--- src/design/hbm_queue.sv ---
module hbm_queue #(
  parameter int DataW = 8
) (
  input  logic             clk_i,
  input  logic             rst_ni,
  input  logic             push_i,
  input  logic [DataW-1:0] data_i,
  output logic             full_o,
  input  logic             pop_i,
  output logic [DataW-1:0] data_o,
  output logic             empty_o
);

  logic [DataW-1:0] buf_q [2];
  logic             wr_ptr_q, rd_ptr_q;
  logic [1:0]       cnt_q;

  always_ff @(posedge clk_i or negedge rst_ni) begin
    if (!rst_ni) begin
      wr_ptr_q <= 1'b0;
      rd_ptr_q <= 1'b0;
      cnt_q    <= '0;
    end else begin
      if (push_i) begin
        wr_ptr_q <= ~wr_ptr_q;
      end
      if (pop_i) begin
        rd_ptr_q <= ~rd_ptr_q;
      end
      if (push_i && !pop_i) begin
        cnt_q <= cnt_q + 2'd1;
      end else if (pop_i && !push_i) begin
        cnt_q <= cnt_q - 2'd1;
      end
    end
  end

  always_ff @(posedge clk_i) begin
    if (push_i) begin
      buf_q[wr_ptr_q] <= data_i;
    end
  end

  assign data_o  = buf_q[rd_ptr_q];
  assign full_o  = cnt_q[1];
  assign empty_o = (cnt_q == '0);

endmodule

--- config.mk ---
export PLATFORM = sky130hd
export DESIGN_NAME = hbm_queue
export DESIGN_NICKNAME = d
export VERILOG_FILES = /design/src/design/hbm_queue.sv
export SDC_FILE = /design/constraint.sdc
export NUM_CORES = 1
export LEC_CHECK = 0
export ABC_AREA = 1
export BUFFER_PORTS_ARGS = -buffer_cell sky130_fd_sc_hd__buf_2
export CAP_MARGIN = 20
export CORE_MARGIN = 2
export CORE_UTILIZATION = 45
export DETAILED_ROUTE_END_ITERATION = 7
export GPL_ROUTABILITY_DRIVEN = 0
export PLACE_DENSITY_LB_ADDON = 0.3
export SETUP_SLACK_MARGIN = 0.5
export SKIP_LAST_GASP = 1
export SYNTH_ARGS = -nofsm -noshare
export SYNTH_HDL_FRONTEND = slang
export SYNTH_SLANG_ARGS = --single-unit
--- constraint.sdc ---
create_clock -name clk_i -period 3.07 [get_ports clk_i]
set_clock_uncertainty 0.15 [all_clocks]
set_input_delay 0.307 -clock clk_i [delete_from_list [all_inputs] [get_ports clk_i]]
set_output_delay 0.307 -clock clk_i [all_outputs]
set_load 0.05 [all_outputs]
### Word level (Yosys, flattened, before mapping)

Memories as Yosys holds them, arrays and structs flattened.
Index checks and enable logic that the tools add are counted.

| word-level totals | value |
|---|---|
| memories | 1 |
| bits in registers | 4 |
| logic and storage cells | 18 |
| input bits | 12 |
| RAM bits | 16 |
| output and inout port bits | 10 |

| cells by class | value |
|---|---|
| reduce and logical (&&, ||, !) cells | 6 |
| add/sub/neg operators | 2 |
| bitwise logic cells | 2 |
| muxes and demuxes | 4 |

Memories:

| memory | depth | width | read ports | clocked after memory_dff | wr ports | line | text |
|---|---|---|---|---|---|---|---|
| buf_q | 2 | 8 | 1 | 0 | 1 | 14 | `logic [DataW-1:0] buf_q [2];` |

Operators by type and width:

| operator | number |
|---|---|
| 2-bit two-way mux | 2 |
| 2-bit by 1-bit adder with 2-bit output, second input constant | 1 |
| 1-bit logical AND | 2 |
| 1-bit zero test | 2 |
| 2-bit zero test | 1 |
| 1-bit two-way mux | 2 |
| 1-bit NOT | 2 |
| 2-bit nonzero test | 1 |
| 2-bit by 1-bit subtractor with 2-bit output, second input constant | 1 |

### Logic depth before layout (Yosys ltp)

| logic depth | value |
|---|---|
| word-level depth | 4 |
| depth in mapped cells | 7 |
| gate-level depth less buffers | 7 |

### Worst setup path after synthesis

OpenSTA, ideal clock, no wires.

| path | value |
|---|---|
| path kind | flip-flop to output port |
| start point | register cnt_q[1] |
| end point | output empty_o |
| required time | 2.613 ns |
| cell stages (with the launch flop) | 2 |
| slack | 1.318 ns |
| path buffers | 0 |
| arrival | 1.295 ns |
| path through | dfrtp_1 -> nor2_1 |

| between the ends | value |
|---|---|
| word-level cells in the longest chain between the ends | 1 |

Ends and longest elaborated chain:

| element | line | text |
|---|---|---|
| start: declaration | 16 | `logic [1:0] cnt_q;` |
| start signal: assignment | 31 | `cnt_q <= cnt_q + 2'd1;` |
| start signal: assignment | 33 | `cnt_q <= cnt_q - 2'd1;` |
| 2-bit zero test | 46 | `assign empty_o = (cnt_q == '0);` |
| end: declaration | 11 | `output logic empty_o` |

No other way between the ends.

### Final worst setup path

| path | value |
|---|---|
| start point | register rd_ptr_q |
| end point | output data_o[1] |

| between the ends | value |
|---|---|
| word-level cells in the longest chain between the ends | 1 |

Ends and longest elaborated chain:

| element | line | text |
|---|---|---|
| start: declaration | 15 | `logic wr_ptr_q, rd_ptr_q;` |
| start signal: assignment | 28 | `rd_ptr_q <= ~rd_ptr_q;` |
| memory read 2 x 8 bit | -- |  |
| end: declaration | 10 | `output logic [DataW-1:0] data_o,` |

No other way between the ends.

==> flow_metrics.tcl <==
set metrics [dict create \
    grt_setup_unrepaired "false" \
    power_leakage_nw 0.454 \
    hp-class "in -> reg" \
    firstDrtPassIters 2 \
    core_mm2 0.00171 \
    root_buffer "clkbuf_4" \
    setup_slack_ns 1.09 \
    holdBufCountCts 1 \
    arrival_ns 1.52 \
    p_sw_frac 0.397 \
    post_cts_resized 0 \
    synth_seq_cells 20 \
    clk_latency_ns 0.30 \
    viasPerCell 4.43 \
    placed_area_um2 940 \
    relSlewSlack 0.509 \
    hold_violations 0 \
    netlist_area_um2 815 \
    start_util 0.477 \
    whs_ns 0.0436 \
    synth_edf_count 16 \
    htree_num_levels 1 \
    cap_violations 0 \
    place_ws_ns 1.42 \
    fill_cells 151 \
    wl_per_cell_um 11.2 \
    nets 88 \
    synthFlopType "edfxtp_1" \
    dieArea_mm2 0.00217 \
    cts_buffers 3 \
    async_flop_share 0.200 \
    synth_area_leaders "edfxtp_1, mux2_4, dfrtp_1" \
    num_antenna_cells 0 \
    grt_max_degree 13 \
    antenna_found_initial 0 \
    r2r.worst_path.cells 1 \
    clkTransAtPathRegs_ns 0.11 \
    tns_ns 0 \
    yosys_warnings 0 \
    track_usage 0.122 \
    cts_tree "yes" \
    wirelength_um 1110 \
    ant_nets 0 \
    yosys-top-cells-count "edfxtp_1, mux2_4, inv_1" \
    place_hpwl_um 763 \
    yosysMostFrequentCell "edfxtp_1" \
    syn_nets 62 \
    grt_pass1_vias 412 \
    ys_seq_area_frac 0.713 \
    internal_power_w 0.000643 \
    ir_drop_v 0.000453 \
    drc 0 \
    fin_util 0.587 \
    power_frac_clock 0.198 \
    areaGrowthSynthToFinish_pct 23.0 \
    finalSetupViolations 0 \
    synthCells 49 \
    max_freq_ghz 0.506 \
    worstSetupPathType "reg -> out" \
    overflow 0 \
    postCtsSetupBuffers 0 \
    crit_required_ns 2.61 \
    row_count 15 \
    syn_area_per_cell_um2 16.6 \
    p_sw_w 0.000423 \
    crit_path_start_kind "flop" \
    die_x_um 46.5 \
    grt_pass1_wl_um 1730 \
    status "completed" \
    drt-initial-drc-count 10 \
    cts_sinks 20 \
    pin_count 22 \
    cp_max_fo 9 \
    final.period_utilization 0.643 \
    vias 439 \
    crit_path_end_kind "output port" \
    pwr-share-seq 0.400 \
    drive_gt1_frac 0.446 \
    port_buffers 21 \
    whs_path_depth 1 \
    max_slew.worst_pin.slew_ns 0.734 \
    clk_path_buf_depth 2 \
    synth_cell_types 12 \
    yosysTopAreaCell "edfxtp_1" \
    min_period_ns 1.98 \
    p_per_area_mw_per_mm2 1060 \
    fp.dieH_um 46.5 \
    design_area_mm2 0.00100 \
    pwr-share-comb 0.401 \
    maxSlewViolCount 0 \
    synth_top_area_frac 0.590 \
]
## stage by stage
step | std cells | power [W]
after floorplan | 49 | 0.000796
after global placement | 94 | 0.000859
after detailed placement | 94 | 0.000865
after CTS | 99 | 0.00108
after global routing | 99 | 0.00112
final | 99 | 0.00107
## layout make-up
type	instances	area, um2	share of cell area
sequential	20	581	0.579
multi-input combinational	21	196	0.196
timing repair buffer	22	115	0.115
tap	25	31.3	0.0312
clock inverter	1	30.0	0.0300
inverter	7	26.3	0.0262
clock buffer	3	22.5	0.0225
## registers in the layout (all words and copies together), names as in the netlist
| register | flops |
|---|---|
| rd_ptr_q | 1 |
| cnt_q | 2 |
| wr_ptr_q | 1 |
| buf_q | 16 |
## critical path: stages (launching register included)
cell,delay (ns)
dfrtp_1,0.67
mux2_4,0.34
buf_2,0.21
## metal layers
metal	wire, um	vias to the layer above	GRT usage
met5	0	-	0
met1	498	204	0.151
met4	6	0	0.0686
li1	-	221	-
met3	66	2	0.0353
met2	536	12	0.192
## power by group through the flow
stage          Sequential, W  Clock [W]  Combinational (W)
3_5_place_dp        0.000434          0           0.000431
2_1_floorplan       0.000423          0           0.000373
6_report            0.000427   0.000211           0.000428
5_1_grt             0.000437   0.000224           0.000455
3_3_place_gp        0.000432          0           0.000427
4_1_cts             0.000429   0.000217           0.000432
## path summary, 6_finish.rpt
kind | from | end | slack [ns]
max in group asynchronous | rst_ni | rd_ptr_q | 2.46
setup / recovery | rd_ptr_q | data_o[1] | 1.09
min in group asynchronous | rst_ni | cnt_q[0] | 0.18
hold / removal | data_i[7] | buf_q[1][7] | 0.04
hold reg to reg | wr_ptr_q | wr_ptr_q | 0.35
setup reg to reg | wr_ptr_q | buf_q[0][4] | 1.55
## logic make-up (layout without fill, tap and decap cells)
logic type,after synthesis,in the layout,share of synthesized area
simple gates,9,9,0.0461
flops,20,20,0.713
xor+xnor,3,3,0.0323
fa+ha+maj,1,1,0.0154
mux,8,8,0.147
buf+inv,8,33,0.0461
## placed cells by master (no fill, tap or decap)
cell,n
buf_2,21
edfxtp_1,16
mux2_4,8
inv_1,7
nand2_1,5
dfrtp_1,4
clkbuf_4,3
nor2_1,2
xor2_1,2
xnor2_1,1
nand3_1,1
nand4_1,1
ha_1,1
bufinv_16,1
dlygate4sd3_1,1
Note: power is estimated with default switching activity, not from simulation.
