`config.mk`:
```
export PLATFORM = sky130hd
export DESIGN_NAME = hbm_front
export DESIGN_NICKNAME = d
export VERILOG_FILES = /design/src/design/hbm_pkg.sv /design/src/design/hbm_front.sv
export SDC_FILE = /design/constraint.sdc
export NUM_CORES = 1
export LEC_CHECK = 0
export BUFFER_PORTS_ARGS = -buffer_cell sky130_fd_sc_hd__buf_2
export CORE_ASPECT_RATIO = 1.1
export CORE_MARGIN = 1
export CORE_UTILIZATION = 57
export CTS_BUF_LIST = sky130_fd_sc_hd__clkbuf_8 sky130_fd_sc_hd__clkbuf_16
export DETAILED_ROUTE_END_ITERATION = 8
export PLACE_DENSITY = 0.86
export SLEW_MARGIN = 20
export SYNTH_ARGS = -nofsm -noshare
export SYNTH_HDL_FRONTEND = slang
export SYNTH_SLANG_ARGS = --single-unit
```
`constraint.sdc`:
```
create_clock -name clk_i -period 23.3 [get_ports clk_i]
set_clock_uncertainty 0.1 [all_clocks]
set_input_delay 3.495 -clock clk_i [delete_from_list [all_inputs] [get_ports clk_i]]
set_output_delay 3.495 -clock clk_i [all_outputs]
set_load 0.1 [all_outputs]
```
`src/design/hbm_pkg.sv`:
```
package hbm_pkg;

  localparam int CFG_W      = 13;
  localparam int CFG_RESET  = 4096;
  localparam int MIN_SIZE   = 4;
  localparam int PROBE_SLACK = 3;
  localparam int FIRST_SLOT = 1;
  localparam int WORD_W     = 32;
  localparam int IDX_OUT_W  = 12;

  // remainder unit: bits of the hash consumed per cycle
  localparam int DIV_BITS   = 4;
  localparam int DIV_STEPS  = WORD_W / DIV_BITS;
  localparam int DIV_CNT_W  = $clog2(DIV_STEPS);

  typedef enum logic [2:0] {
    ST_SKIP   = 3'd0,
    ST_NEW    = 3'd1,
    ST_MERGED = 3'd2,
    ST_FULL   = 3'd3,
    ST_HALTED = 3'd4
  } status_e;

  typedef struct packed {
    logic [WORD_W-1:0] bucket_hash;
    logic [WORD_W-1:0] bucket_key;
    logic [WORD_W-1:0] bucket_count;
  } bucket_in_t;

  typedef struct packed {
    status_e              status;
    logic [IDX_OUT_W-1:0] slot_index;
    logic [WORD_W-1:0]    new_count;
  } bucket_out_t;

  typedef struct packed {
    logic [WORD_W-1:0] hash;
    logic [WORD_W-1:0] key;
    logic [WORD_W-1:0] count;
  } slot_t;

  typedef enum logic [1:0] {
    F_IDLE,
    F_DIV,
    F_PUSH
  } front_state_e;

  typedef enum logic [1:0] {
    B_CLEAR,
    B_IDLE,
    B_PROBE,
    B_RESULT
  } back_state_e;

endpackage

```
`src/design/hbm_front.sv`:
```
module hbm_front import hbm_pkg::*; #(
  parameter int TableDepth = 4096
) (
  input  logic                                 clk_i,
  input  logic                                 rst_ni,
  input  logic                                 busy_i,
  input  logic [$clog2(TableDepth+1)-1:0]      size_i,
  input  logic                                 push,
  output logic                                 full,
  input  bucket_in_t                           bucket_i,
  output logic                                 q_push_o,
  input  logic                                 q_full_i,
  output bucket_in_t                           item_o,
  output logic [$clog2(TableDepth)-1:0]        home_o
);

  localparam int SizeW = $clog2(TableDepth + 1);
  localparam int SlotW = $clog2(TableDepth);

  front_state_e         state_q, state_d;
  bucket_in_t           item_q, item_d;
  logic [WORD_W-1:0]    shf_q, shf_d;
  logic [SizeW-1:0]     rem_q, rem_d;
  logic [DIV_CNT_W-1:0] step_q, step_d;
  logic [SizeW:0]       r;

  // restoring remainder, a few hash bits per cycle
  always_comb begin
    r = {1'b0, rem_q};
    for (int i = 0; i < DIV_BITS; i++) begin
      r = {r[SizeW-1:0], shf_q[WORD_W-1-i]};
      if (r >= {1'b0, size_i}) begin
        r = r - {1'b0, size_i};
      end
    end
  end

  always_comb begin
    state_d  = state_q;
    item_d   = item_q;
    shf_d    = shf_q;
    rem_d    = rem_q;
    step_d   = step_q;
    q_push_o = 1'b0;
    case (state_q)
      F_IDLE: begin
        if (push && !busy_i) begin
          item_d = bucket_i;
          shf_d  = bucket_i.bucket_hash;
          rem_d  = '0;
          step_d = '0;
          // empty buckets need no home slot
          state_d = (bucket_i.bucket_count == '0) ? F_PUSH : F_DIV;
        end
      end
      F_DIV: begin
        rem_d  = r[SizeW-1:0];
        shf_d  = shf_q << DIV_BITS;
        step_d = step_q + 1'b1;
        if (step_q == DIV_CNT_W'(DIV_STEPS - 1)) begin
          state_d = F_PUSH;
        end
      end
      F_PUSH: begin
        if (!q_full_i) begin
          q_push_o = 1'b1;
          state_d  = F_IDLE;
        end
      end
      default: state_d = F_IDLE;
    endcase
  end

  always_ff @(posedge clk_i or negedge rst_ni) begin
    if (!rst_ni) begin
      state_q <= F_IDLE;
    end else begin
      state_q <= state_d;
    end
  end

  always_ff @(posedge clk_i) begin
    item_q <= item_d;
    shf_q  <= shf_d;
    rem_q  <= rem_d;
    step_q <= step_d;
  end

  assign full   = (state_q != F_IDLE) || busy_i;
  assign item_o = item_q;
  assign home_o = (rem_q == '0) ? SlotW'(FIRST_SLOT) : SlotW'(rem_q);

endmodule

```
== Word level (Yosys, flattened, before mapping) ==
Index checks and enable logic that the tools add are counted.
W data, S select, Z words.

* Add/subtract/negate cells: 5
* $lt $le $gt $ge: 4
* Eq/ne operators: 6
* Mux-type cells: 18
* Reductions and logical operators: 11

{| class="wikitable"
|+ Operators by type and width
! operator !! count
|-
| $mux W13 || 5
|-
| $pmux W32 S2 || 1
|-
| $ge A14 B13 Y1 || 4
|-
| $sub A13 B13 Y13 || 4
|-
| $logic_not A32 Y1 || 1
|-
| $mux W32 || 1
|-
| $pmux W13 S2 || 1
|-
| $logic_not A13 Y1 || 1
|-
| $mux W12 || 1
|-
| $mux W2 || 4
|-
| $ne A2 B2 Y1 const B || 3
|-
| $pmux W2 S3 || 1
|-
| $pmux W3 S2 || 1
|-
| $reduce_and A2 Y1 || 2
|-
| $reduce_bool A2 Y1 || 2
|-
| $add A3 B1 Y3 const B || 1
|-
| $eq A3 B3 Y1 const B || 1
|-
| $mux W3 || 1
|-
| $reduce_and A3 Y1 || 1
|-
| $eq A2 B1 Y1 const B || 1
|-
| $eq A2 B2 Y1 const B || 1
|-
| $logic_not A2 Y1 || 1
|-
| $mux W1 || 2
|-
| $logic_and A1 B1 Y1 || 1
|-
| other kinds (2) || 2
|}

* Bits in registers: 146
* Output and inout bits: 110
* Word-level logic and storage cells: 51

== Depth between registers and ports, before layout ==
Gate-level depths: netlist of the first run.

* Depth in word-level cells: 9
* Mapped depth: 46

== Least setup slack after synthesis of the first run ==
Ideal clock, no wire load.

* Path kind: input to register
* Start point: in size_i[0]
* End point: reg rem_q[10], data pin
* Arrival: 11781 ps
* Required time: 22934 ps
* Slack: 11153 ps
* Stages on the path: 43
* Buffers on the path: 6
* Cell sequence: ha_1 > fa_1 > nand2b_1 > a211oi_4 > o31ai_4 > a31o_2 > clkbuf_1 > nor2_1 > a21o_1 > inv_1 > fa_1 > nand2b_1 > a21oi_1 > o211ai_1 > a31oi_1 > a211oi_4 > buf_2 > clkbuf_1 > [... 7 more ...] > o21ai_0 > or3_1 > buf_2 > o21a_4 > buf_2 > a221o_1 > ha_1 > a21o_1 > a21oi_1 > nor2b_1 > o41ai_1 > a21oi_1 > o21ai_0 > nand2b_1 > a211oi_4 > buf_6 > mux2i_1 > nor2_1

* Longest elaborated chain between the ends: 9
* Elaborated cells on any way between the ends: 13
* Those cells by class: add/sub (4); order compare (4); mux (5)

{| class="wikitable"
|+ Ends and longest elaborated chain
! item !! line !! RTL
|-
| start: declaration || hbm_front.sv:7 || <nowiki>input logic [$clog2(TableDepth+1)-1:0] size_i,</nowiki>
|-
| $sub A13 B13 Y13 or $ge A14 B13 Y1 (tied branches) || hbm_front.sv:33, hbm_front.sv:32 ||
|-
| $mux W13 || hbm_front.sv:32 || <nowiki>if (r >= {1'b0, size_i}) begin</nowiki>
|-
| $sub A13 B13 Y13 or $ge A14 B13 Y1 (tied branches) || hbm_front.sv:33, hbm_front.sv:32 ||
|-
| $mux W13 || hbm_front.sv:32 ||
|-
| $sub A13 B13 Y13 or $ge A14 B13 Y1 (tied branches) || hbm_front.sv:33, hbm_front.sv:32 ||
|-
| $mux W13 || hbm_front.sv:32 ||
|-
| $sub A13 B13 Y13 or $ge A14 B13 Y1 (tied branches) || hbm_front.sv:33, hbm_front.sv:32 ||
|-
| $mux W13 * || hbm_front.sv:32 ||
|-
| $pmux W13 S2 * || hbm_front.sv:45 || <nowiki>case (state_q)</nowiki>
|-
| end signal: assignment || hbm_front.sv:85 || <nowiki>rem_q <= rem_d;</nowiki>
|-
| end: declaration || hbm_front.sv:23 || <nowiki>logic [SizeW-1:0] rem_q, rem_d;</nowiki>
|}

Mark *: on every way between the ends. The rest lies on a longest branch, timed or not.
A chain may end at the register's enable or synchronous reset.

== Worst setup path after layout of the first run ==
* Start point: in size_i[0]
* End point: reg rem_q[4], data pin

Same word-level chain as after synthesis.

==> flow_metrics.tcl, run 1 <==
set metrics [dict create \
    synth_nets 906 \
    async_flop_share_pct 1.370 \
    fmax_mhz 74.25 \
    multi_input_area_um2 3592 \
    final_min_period_over_clock_period_pct 57.80 \
    cts_resized 0 \
    grt_pass1_vias 6739 \
    ys_ff_latch 146 \
    yosysSeqAreaShare_pct 53.54 \
    die_h_um 127.6 \
    layout-drive-gt1-share_pct 29.47 \
    worstPathArrival_ns 13.49 \
    wirelength_um 24010 \
    r2r_end "rem_q[4]" \
    min_period_ns 13.47 \
    grt_max_degree 51 \
    antenna_found_initial 1 \
    syn_to_final_growth_pct 23.91 \
    grt_overflow 0 \
    hp-class "reg2reg" \
    die_w_um 116.2 \
    yosysTopAreaCell "edfxtp_1" \
    synth_area_leaders "edfxtp_1 (53%), ha_1 (8.3%), nand2_1 (5.6%)" \
    viasPerCell 5.856 \
    placed_area_um2 9464 \
    grt_setup_unrepaired "no" \
    cts.clk_slew.worst_paths_ns 0.06 \
    rr_worst_depth 35 \
    synth_warnings 0 \
    end_kind "flop" \
    stdcell_area_um2 10120 \
    syn_avg_cell_area_um2 11.13 \
    cp-start-kind "input port" \
    rows 45 \
    synth_top_area_share_pct 52.92 \
    drtAntennaViolNets 0 \
    timing_worst_setup_path_type "in2reg" \
    hold_depth 2 \
    synth.distinct_cells 60 \
    fin_nets 1126 \
    place_hpwl_um 17250 \
    firstDrtPassIters 5 \
    crit_start "size_i[0]" \
    slowest_delay_ns 0.78 \
    cpMostUsedCell "o21ai_0" \
    relSlewSlack_pct 34.58 \
    start_util_pct 58.75 \
    cpMaxStageDelayCell "a211oi_4" \
    cp_max_fo 23 \
    globalplace.congestion 0.9843 \
    nFillCells 968 \
    fin_cells 1156 \
    maxCapViolCount 0 \
    maxSlewViolCount 0 \
    tightest_slew_ns 0.9781 \
    cts_hold_buf 0 \
    cts_root_buf "clkbuf_16" \
    synth_ff_type "edfxtp_1" \
    place.port_buffers 223 \
    dp_cells 1123 \
    hold_end "shf_q[26]" \
    status "finished, final reports clean" \
    drt_iter0_drc 546 \
    wl_per_cell_um 20.77 \
    syn-cell-area_um2 8170 \
    synth_edf_count 144 \
    hold_start "shf_q[22]" \
    setup_viol 0 \
    r2r_start "shf_q[31]" \
    hold_violations 0 \
    cts_tree "yes" \
    fp.dieArea_um2 14820 \
    route.detailed.drc 0 \
    final-seq-area_um2 4374 \
    synthCells 734 \
    utilization_pct 72.79 \
    setup_tns_ns 0 \
    clk_latency_ns 0.42 \
    post_cts_buffers 0 \
    cts_buffer_depth 2 \
    cp.required_ns 23.32 \
    grt_first_pass_wirelength_um 35940 \
    ff2ff_setup_slack_ns 12.72 \
    numCtsBuffers 17 \
    num_vias 6770 \
    h-tree-depth 4 \
    num_io_pins 224 \
    clock_sinks 146 \
    grt_use_total_pct 33.43 \
    core-area_um2 13910 \
]
-- worst max path at each step --
stage               slack, ns         to  depth (start not counted)
floorplan               11.15  rem_q[10]                         43
global placement         9.76   rem_q[2]                         36
detailed placement       9.65   rem_q[6]                         36
CTS                     10.04   rem_q[6]                         36
global route             9.26   rem_q[6]                         35
finish                   9.83   rem_q[4]                         35
-- per-layer routing --
metal,up-vias,part of all wire (%),GRT usage (%)
li1,3144,-,-
met1,3202,36,37.07
met2,343,51,57.49
met3,81,7.4,8.918
met4,0,5.4,19.23
met5,-,0,0
-- state kept, by name, summed over array words and instances, names as in the netlist --
register and flops:
item_o 96, shf_q 32, rem_q 13, step_q 3
state_q 2
-- cell usage after synthesis (7+ instances only) --
cell type  instances
nor4_1            14
a21oi_1           34
o21ai_0           35
clkbuf_1          22
nor3_1            11
nor2b_1            8
o21a_1            11
or3_1              7
nand4_1            9
mux2i_1           13
a21o_1            12
a221o_1            9
nand2_1          122
ha_1              54
inv_1             31
xor2_1            13
xnor2_1           21
and2_1            12
nand2b_1          10
edfxtp_1         144
nor2_1            59
-- logic make-up after synthesis --
logic type      share of synthesized area [%]
flops                                   53.54
simple gates                            15.68
mux                                     2.282
compound gates                          12.85
fa+ha+maj                               9.250
xor+xnor                                3.645
buf+inv                                 2.756
-- placed cells by master (no fill, tap or decap), types with 3 or more instances in the layout --
| cell | instances |
|---|---|
| nor3_1 | 10 |
| o21a_1 | 11 |
| edfxtp_1 | 144 |
| o21ai_1 | 3 |
| nor3b_1 | 3 |
| and2_1 | 12 |
| o211ai_1 | 5 |
| inv_6 | 7 |
| fa_1 | 4 |
| bufinv_16 | 4 |
| o21ai_0 | 35 |
| or3_1 | 7 |
| nand4_1 | 9 |
| nand2b_1 | 9 |
| nand3_1 | 6 |
| clkbuf_16 | 17 |
| nand2_1 | 122 |
| xnor2_1 | 21 |
| a21o_1 | 12 |
| xor2_1 | 13 |
| nor4_1 | 14 |
| buf_4 | 4 |
| buf_2 | 223 |
| nor2b_1 | 8 |
| inv_8 | 3 |
| nor2_1 | 58 |
| a221o_1 | 9 |
| or2_2 | 3 |
| mux2i_1 | 13 |
| ha_1 | 54 |
| o31a_1 | 3 |
| inv_1 | 31 |
| a21oi_1 | 33 |
| a211oi_1 | 4 |
| mux2_2 | 5 |
| a211oi_4 | 3 |
| a21boi_0 | 4 |
-- worst max-delay path, delay by kind of cell --
kind	cells	cell delay, ns
AOI/OAI and AO/OA	20	6.10
and+or+nand+nor	7	1.50
buffers and inverters	2	0.23
adders and majority gates	5	1.82
muxes	1	0.29
-- metrics by stage --
step                setup WS (ns)  hold WS (ns)
finish                      9.833        0.4147
global placement            9.757        0.3879
CTS                         10.04        0.4183
detailed placement          9.645        0.3948
floorplan                   11.15        0.3836
global route                9.257        0.4271
-- area by class of cell --
cell class	instances	area share [%]
Tap cell	188	2.324
Sequential cell	146	43.21
Multi-Input combinational cell	531	35.48
Clock buffer	17	4.202
Clock inverter	15	2.286
Inverter	31	1.149
Timing Repair Buffer	227	11.32
Antenna cell	1	0.02472
Power of run 1 is not shown: default switching activity piles up to over one toggle a cycle in this logic, so the estimate is an artifact.
==> run 2: changes to the inputs <==
CORE_UTILIZATION = 53   (was 57)
PLACE_DENSITY = 0.81   (was 0.86)
clock period = 12.6 ns   (was 23.3 ns; I/O delays follow)
==> run 2 against run 1 <==
Sequential cell count did not move. Clock-buffer cell count did not move. Cell area fell by 0.22%. Critical endpoint unchanged.
==> flow_metrics.tcl, run 2 (synthesis results as in run 1) <==
set metrics [dict create \
    status "finished, final reports clean" \
    core-area_um2 15050 \
    die_w_um 120.4 \
    grt_setup_unrepaired "no" \
    end_kind "flop" \
    cts_tree "yes" \
    r2r_end "rem_q[4]" \
    relSlewSlack_pct 42.31 \
    cpMaxStageDelayCell "o21ai_0" \
    hold_end "shf_q[25]" \
    fin_nets 1130 \
    cts_buffer_depth 2 \
    rows 47 \
    numCtsBuffers 17 \
    start_util_pct 54.27 \
    cp.required_ns 12.65 \
    antenna_found_initial 4 \
    hold_violations 0 \
    layout-drive-gt1-share_pct 29.56 \
    largest_register_ff_count 96 \
    fp.dieArea_um2 15920 \
    place_hpwl_um 17770 \
    syn_to_final_growth_pct 23.63 \
    min_period_ns 11.02 \
    dp_cells 1135 \
    cp_max_fo 15 \
    drtAntennaViolNets 0 \
    post_cts_buffers 0 \
    hold_depth 2 \
    h-tree-depth 4 \
    die_h_um 132.2 \
    r2r_start "shf_q[31]" \
    worstPathArrival_ns 11.07 \
    hold_start "shf_q[21]" \
    wirelength_um 23270 \
    grt_pass1_vias 6696 \
    grt_max_degree 58 \
    cp-start-kind "input port" \
    setup_viol 0 \
    cts_hold_buf 0 \
    mostFrequentLayoutCells "buf_2 (223), edfxtp_1 (144), nand2_1 (122)" \
    maxSlewViolCount 0 \
    cts_resized 0 \
    grt_first_pass_wirelength_um 35250 \
    fmax_mhz 90.78 \
    rr_worst_depth 36 \
    final_min_period_over_clock_period_pct 87.43 \
    place.port_buffers 223 \
    num_io_pins 224 \
    wl_per_cell_um 19.89 \
    maxCapViolCount 0 \
    route.detailed.drc 0 \
    tightest_slew_ns 0.8564 \
    cts_root_buf "clkbuf_16" \
    grt_use_total_pct 29.93 \
    nFillCells 1165 \
    clock_sinks 146 \
    setup_tns_ns 0 \
    slowest_delay_ns 0.72 \
    final_common_cell "buf_2" \
    cpMostUsedCell "o21ai_0" \
    globalplace.congestion 0.9921 \
    firstDrtPassIters 5 \
    utilization_pct 67.10 \
    cts.clk_slew.worst_paths_ns 0.07 \
    ff2ff_setup_slack_ns 2.75 \
    viasPerCell 5.615 \
    fin_cells 1170 \
    hp-class "reg2reg" \
    grt_overflow 0 \
    clk_latency_ns 0.42 \
    num_vias 6569 \
    timing_worst_setup_path_type "in2reg" \
    drt_iter0_drc 341 \
]
run 2: cell types whose count changed in the layout (fill, tap and decap cells not counted), sizes merged:
cell | previous run | this run
bufinv | 4 | 1
buf | 227 | 231
clkinvlp | 0 | 1
diode | 1 | 3
clkinv | 1 | 4
inv | 41 | 40
run 2: worst max-delay path by stage:
stage | start | endpoint | depth (start not counted)
2_1_floorplan | size_i[0] | rem_q[10] | 43
3_3_place_gp | size_i[0] | rem_q[2] | 37
3_5_place_dp | size_i[0] | rem_q[4] | 36
4_1_cts | size_i[0] | rem_q[4] | 36
5_1_grt | size_i[0] | rem_q[3] | 36
6_report | size_i[0] | rem_q[4] | 36
run 2: through the flow:
stage,hold WS [ns],instance area [um2],worst slack (ns)
5_1_grt,0.4316,10100,0.8828
3_5_place_dp,0.3938,9502,1.247
6_report,0.4123,10100,1.584
3_3_place_gp,0.3868,9502,1.473
2_1_floorplan,0.3836,8170,2.058
4_1_cts,0.4103,10090,1.672
run 2: layout make-up:
type	count	area, um2	area share, %
Sequential cell	146	4374	43.31
Multi-Input combinational cell	531	3590	35.54
Timing Repair Buffer	231	1176	11.64
Clock buffer	17	425.4	4.212
Tap cell	196	245.2	2.428
Clock inverter	15	166.4	1.647
Inverter	31	116.4	1.152
Antenna cell	3	7.507	0.07432
run 2: metal layers:
layer  up-vias  part of all wire [%]  GRT usage (%)
met5         -                 0.047              0
met4         2                   4.2          14.75
met3        59                   7.5          7.915
met2       305                    52          53.67
met1      3047                    36          32.31
li1       3156                     -              -
run 2: worst max-delay path: cells and delay by family:
family | cells | cell delay, ns
compound gates | 20 | 5.23
fa+ha+maj | 5 | 1.77
simple gates | 8 | 1.52
buf+inv | 2 | 0.41
mux | 1 | 0.23
Power of run 2 is left out for the same reason.
